<file path="src/ztc_pkg.sv">
// types, constants and tables shared by the zone traversal counter
package ztc_pkg;

    localparam int NUM_SLOTS  = 8;
    localparam int COUNT_BITS = 16;
    localparam int SLOT_IDX_W = (NUM_SLOTS > 1) ? $clog2(NUM_SLOTS) : 1;

    localparam int SLOT_W    = 3;
    localparam int TOTAL_W   = 16;
    localparam int CFG_IDX_W = 3;
    localparam int CFG_W     = 16;

    // 10 m^2 expressed in dm^2
    localparam int SIDE_LIMIT = 1000;
    localparam int PROD_W     = 19;

    localparam logic [COUNT_BITS-1:0] COUNT_MAX = '1;

    localparam logic [1:0] AVAIL_PRESENT = 2'd1;
    localparam logic [1:0] AVAIL_SKIP    = 2'd2;

    localparam logic [CFG_IDX_W-1:0] REG_CORNER0 = 3'd0;
    localparam logic [CFG_IDX_W-1:0] REG_CORNER1 = 3'd1;
    localparam logic [CFG_IDX_W-1:0] REG_CORNER2 = 3'd2;
    localparam logic [CFG_IDX_W-1:0] REG_CORNER3 = 3'd3;
    localparam logic [CFG_IDX_W-1:0] REG_SWAP    = 3'd4;

    typedef enum logic [2:0] {
        SIDE_LEFT   = 3'd0,
        SIDE_BOTTOM = 3'd1,
        SIDE_RIGHT  = 3'd2,
        SIDE_TOP    = 3'd3,
        SIDE_NONE   = 3'd4
    } ztc_side_t;

    typedef enum logic [1:0] {
        EV_NONE    = 2'd0,
        EV_ENTERED = 2'd1,
        EV_EXITED  = 2'd2,
        EV_GAVE_UP = 2'd3
    } ztc_event_t;

    // side reported for each face of the quadrilateral
    localparam ztc_side_t FACE_SIDE [4] = '{SIDE_LEFT, SIDE_TOP, SIDE_RIGHT, SIDE_BOTTOM};

    typedef struct packed {
        logic signed [7:0] x;
        logic signed [7:0] y;
    } ztc_point_t;

    typedef ztc_point_t [3:0] ztc_corners_t;

    typedef struct packed {
        logic      is_in;
        ztc_side_t side;
    } ztc_geo_t;

    typedef struct packed {
        logic              action;
        logic [SLOT_W-1:0] target_slot;
        logic [1:0]        availability;
        logic              frame_empty;
        logic signed [7:0] pos_x;
        logic signed [7:0] pos_y;
    } ztc_item_t;

    typedef struct packed {
        logic [SLOT_W-1:0]  slot_out;
        logic               in_area;
        ztc_event_t         event_res;
        logic [TOTAL_W-1:0] entered_total;
        logic [TOTAL_W-1:0] exited_total;
        logic [TOTAL_W-1:0] gave_up_total;
    } ztc_result_t;

endpackage

</file>
<file path="src/ztc_face_eval.sv">
// cross products of one point against the four faces: inside test and nearest side
module ztc_face_eval
    import ztc_pkg::*;
(
    input  ztc_corners_t corners,
    input  ztc_point_t   point,
    output ztc_geo_t     geo
);

    logic signed [8:0]        fx [4];
    logic signed [8:0]        fy [4];
    logic signed [8:0]        dx [4];
    logic signed [8:0]        dy [4];
    logic signed [17:0]       prod_a [4];
    logic signed [17:0]       prod_b [4];
    logic signed [PROD_W-1:0] prod [4];
    logic signed [PROD_W-1:0] best;
    logic                     take;
    logic                     all_pos;
    ztc_side_t                side;

    always_comb
    begin
        for (int k = 0; k < 4; k++)
        begin
            fx[k]     = 9'(corners[2'(k + 1)].x) - 9'(corners[k].x);
            fy[k]     = 9'(corners[2'(k + 1)].y) - 9'(corners[k].y);
            dx[k]     = 9'(point.x) - 9'(corners[k].x);
            dy[k]     = 9'(point.y) - 9'(corners[k].y);
            prod_a[k] = 18'(fx[k]) * 18'(dy[k]);
            prod_b[k] = 18'(fy[k]) * 18'(dx[k]);
            prod[k]   = PROD_W'(prod_a[k]) - PROD_W'(prod_b[k]);
        end
    end

    // smallest product wins; the first face may tie the limit
    always_comb
    begin
        best    = PROD_W'(SIDE_LIMIT);
        side    = SIDE_NONE;
        all_pos = 1'b1;
        for (int k = 0; k < 4; k++)
        begin
            take = (k == 0) ? (prod[k] <= best) : (prod[k] < best);
            if (take)
            begin
                best = prod[k];
                side = FACE_SIDE[k];
            end
            if (prod[k][PROD_W-1])
            begin
                all_pos = 1'b0;
            end
        end
        geo.is_in = all_pos;
        geo.side  = side;
    end

endmodule

</file>
<file path="config.mk">
export PLATFORM = sky130hd
export DESIGN_NAME = ztc_face_eval
export DESIGN_NICKNAME = d
export VERILOG_FILES = /design/src/ztc_pkg.sv /design/src/ztc_face_eval.sv
export SDC_FILE = /design/constraint.sdc
export NUM_CORES = 1
export LEC_CHECK = 0
export BUFFER_PORTS_ARGS = -buffer_cell sky130_fd_sc_hd__buf_4
export CORE_MARGIN = 2
export CORE_UTILIZATION = 50
export DETAILED_ROUTE_END_ITERATION = 8
export PLACE_DENSITY = 0.72
export SYNTH_ARGS = -nofsm -noshare
export SYNTH_HDL_FRONTEND = slang
export SYNTH_SLANG_ARGS = --single-unit
export TNS_END_PERCENT = 10
</file>
<file path="constraint.sdc">
create_clock -name vclk -period 23
set_input_delay 4.6 -clock vclk [all_inputs]
set_output_delay 4.6 -clock vclk [all_outputs]
set_load 0.05 [all_outputs]
</file>
* After elaboration in Yosys (flattened, before gate mapping) *
Index checks and enable logic that the tools add are counted.

word-level totals
  register bits after elaboration = 0
  bits of input ports = 80
  output and inout port bits = 4
  word-level logic and storage cells = 21

operators by class
  add/sub/neg operators = 10
  multipliers = 4
  $lt $le $gt $ge = 2
  muxes and demuxes = 5

operators with widths
  operator              count
  $mul 9x9->18          4
  $sub 8x8->9           8
  $sub 18x18->19        2
  $le 19x11->1 const B  1
  $lt 19x19->1          1
  $mux 19               1
  $mux 3                2
  $mux 1                2

* Logic depth before layout (Yosys ltp) *
  depth in word-level cells = 7
  gate-level depth with buffers = 43
  mapped depth without buffers = 41

* Worst setup path after synthesis *
Ideal clock, no wire load.

  path type = in2out
  start = input corners[16] (netlist name)
  end = output geo[2] (netlist name)
  arrival = 14.177 ns
  required time = 18.400 ns
  path slack = 4.223 ns
  cell stages on the path = 40
  buffers on the path = 1
  cell sequence = inv_1 > ha_1 > inv_1 > fa_1 > a21o_1 > a21oi_1 > o21ai_0 > a21oi_1 > nor2b_1 > o22ai_1 > nand2b_1 > inv_1 > fa_1 > fa_1 > inv_1 > fa_1 > fa_1 > fa_1 > [... 4 more ...] > ha_1 > or4_1 > o22a_2 > a31o_4 > xor2_1 > a2111oi_4 > a41o_1 > buf_6 > nand2_1 > ha_1 > a21o_1 > a21o_1 > a21oi_1 > o211a_1 > o21ai_0 > a21oi_1 > xnor2_1 > nor2_1

RTL lines
  what                line                source
  start: declaration  ztc_face_eval.sv:5  input ztc_corners_t corners,
  end: declaration    ztc_face_eval.sv:7  output ztc_geo_t geo

==> metrics.cfg <==
[logic_synthesis]
share_of_the_yosys_chip_area_belonging_to_registers_pct = 0
synth-adder-area-share_pct = 61.7
syn_area_per_cell_um2 = 8.83
synth-simple-area-share_pct = 14.5
ys_types = 58
dominant_combinational_cell_family_by_area_after_synthesis = adder cells
xor_and_xnor_fraction_of_the_mapped_netlist_area_pct = 4.82
syn_nets = 2576
syn_inst = 1892
synth_compound_gate_area_share_pct = 7.64
yosysWarnings = 0
mappedNetlistArea_um2 = 16700
muxShareOfSynthArea_pct = 0.247

[place]
portBuffers = 67
post_dp_hpwl_um = 38900
place_congestion = 0.961

[sta]
setup-violations-final = 0
report.final.hold_viol_count = 0
period_share_pct = 87.6
slew_violations = 0
timing_worst_slew_pin_value_ns = 1.23
max_clock_freq_ghz = 0.0496
post-route-min-period_ns = 20.15
max-slew-margin-rel_pct = 17.0
rsz0062_at_grt = false
timing.setup.tns_ns = 0

[critical_path]
endpoint = geo[0]
cpPeakStageDelay_ns = 0.65
path_common_cell = fa_1
setup.worst_path.start_class = input port
crit_path_max_fanout = 11
timing.critical_path.arrival_ns = 15.55
worstSetupPathType = in2out
end_kind = output pin
cp_data_required_time_ns = 18.40
worst_setup_path_startpoint = corners[16]
timing.critical_path.slowest_stage_cell = fa_1

[final_layout]
share_of_cells_above_drive_strength_1_pct = 5.44
fillers = 3006
final_cell_mix = 469 x inv_1, 368 x fa_1, 236 x ha_1
syn2layout_area_growth_pct = 6.14
mostFrequentLayoutCell = inv_1
register_area_um2 = 0
seq_cell_count = 0
number_of_antenna_cells_inserted = 0
clock_buffers = 0
design.final.nets = 2634

[clocking]
cts_setup_buffers = 0
post_cts_resized = 0
ctsHoldBuffers = 0

[flow_run]
maxCapViolCount = 0

[route]
detail_route.iter0.violations = 1063
route.detailed.vias_per_inst = 5.37
wl_per_cell_um = 17.7
route.antenna.remaining_nets = 0
routed-via-count = 12800
drtPass1Iterations = 6
route.detailed.drc = 0
postRouteWirelength_um = 42300

[grt]
grt_first_pass_wirelength_um = 71000
number_of_global_route_vias_before_repair = 13700
grt_max_degree = 12
grt_overflow_total = 0
antenna_found_initial = 0
gr-usage-all-layers_pct = 25.6

[hold_path]
hold_path_class = in2out
min_from = corners[48]

[floorplan]
floorplan_row_count = 66
die_x_um = 187
core_area_um2 = 32700
initial_utilization_pct = 51.1
design.portCount = 84
dieArea_um2 = 34900
die_y_um = 187

[outcome]
status = complete, no violations

[per-layer routing]
layer  part of all wire [%]  routed length (um)  vias to the layer above  track usage [%]
li1                       -                   -                     5940                -
met1                     46               19300                     6291             38.2
met2                     41               17500                      521             38.1
met3                     10                4240                       75             5.59
met4                    3.0                1260                        0             6.14
met5                      0                   0                        -                0
[area by class of cell]
type	count	area (um^2)	area share, %
Inverter	469	1760	9.92
Multi-Input combinational cell	1404	14900	83.8
Tap cell	442	553	3.12
Timing Repair Buffer	75	563	3.17
[worst min-delay path by stage]
stage                        end  slack (ns)  cells past startpoint
after floorplan           geo[0]       10.14                      7
after global placement    geo[0]       10.43                      8
after detailed placement  geo[0]       10.45                      8
after CTS                 geo[0]       10.46                      8
after global routing      geo[0]       10.57                      8
final                     geo[0]       10.47                      8
[per-stage QoR]
stage / hold WS, ns / utilization, % / setup slack (ns) / instance area [um^2] / instances
floorplan: 10.14 / - / 4.22 / 16700 / 1892
global placement: 10.43 / 54.3 / 3.12 / 17700 / 2390
detailed placement: 10.45 / 54.3 / 2.91 / 17700 / 2390
CTS: 10.46 / 54.3 / 2.88 / 17700 / 2390
global route: 10.57 / 54.3 / 2.19 / 17700 / 2390
finish: 10.47 / 54.3 / 2.85 / 17700 / 2390
[kinds of logic after synthesis]
| logic type | after synthesis |
|---|---|
| simple gates | 508 |
| buf+inv | 488 |
| mux | 4 |
| xor+xnor | 92 |
| fa+ha+maj | 604 |
| compound gates | 195 |
| other cells | 1 |
[critical path: cells and delay by family]
family | cells | cell delay, ns
AO/OA/AOI/OAI | 15 | 3.91
AND/OR/NAND/NOR | 6 | 1.45
buffers and inverters | 8 | 0.91
adder cells (fa/ha/maj) | 11 | 4.67
[Yosys cell counts (3+ instances only)]
| cell | number | area share [%] |
|---|---|---|
| inv_1 | 469 | 11 |
| fa_1 | 368 | 44 |
| ha_1 | 236 | 18 |
| nor2_1 | 177 | 4.0 |
| nand2_1 | 110 | 2.5 |
| xnor2_1 | 63 | 3.3 |
| o21ai_0 | 56 | 1.7 |
| nor3_1 | 47 | 1.4 |
| a21oi_1 | 43 | 1.3 |
| nand2b_1 | 42 | 1.6 |
| xor2_1 | 29 | 1.5 |
| nor2b_1 | 27 | 1.0 |
| a21boi_0 | 23 | 1.0 |
| or2_2 | 21 | 0.79 |
| and2_1 | 20 | 0.75 |
| a21o_1 | 18 | 0.81 |
| nand3_1 | 16 | 0.48 |
| clkbuf_1 | 15 | 0.34 |
| or3_1 | 13 | 0.49 |
| nor3b_1 | 9 | 0.40 |
| a31oi_1 | 7 | 0.26 |
| nand4_1 | 6 | 0.22 |
| o21a_1 | 6 | 0.27 |
| o31a_1 | 6 | 0.31 |
| nor4_1 | 5 | 0.19 |
| a211oi_1 | 4 | 0.18 |
| a21boi_1 | 4 | 0.18 |
| a311oi_1 | 3 | 0.16 |
| and3_1 | 3 | 0.11 |
| buf_4 | 3 | 0.13 |
| mux2i_1 | 3 | 0.18 |
| nand3b_1 | 3 | 0.13 |
| o22ai_1 | 3 | 0.11 |
| or3b_2 | 3 | 0.16 |
Power is left out: the tool's default activity adds up to more than one toggle a clock period on the data nets, which glitch-free logic cannot reach.
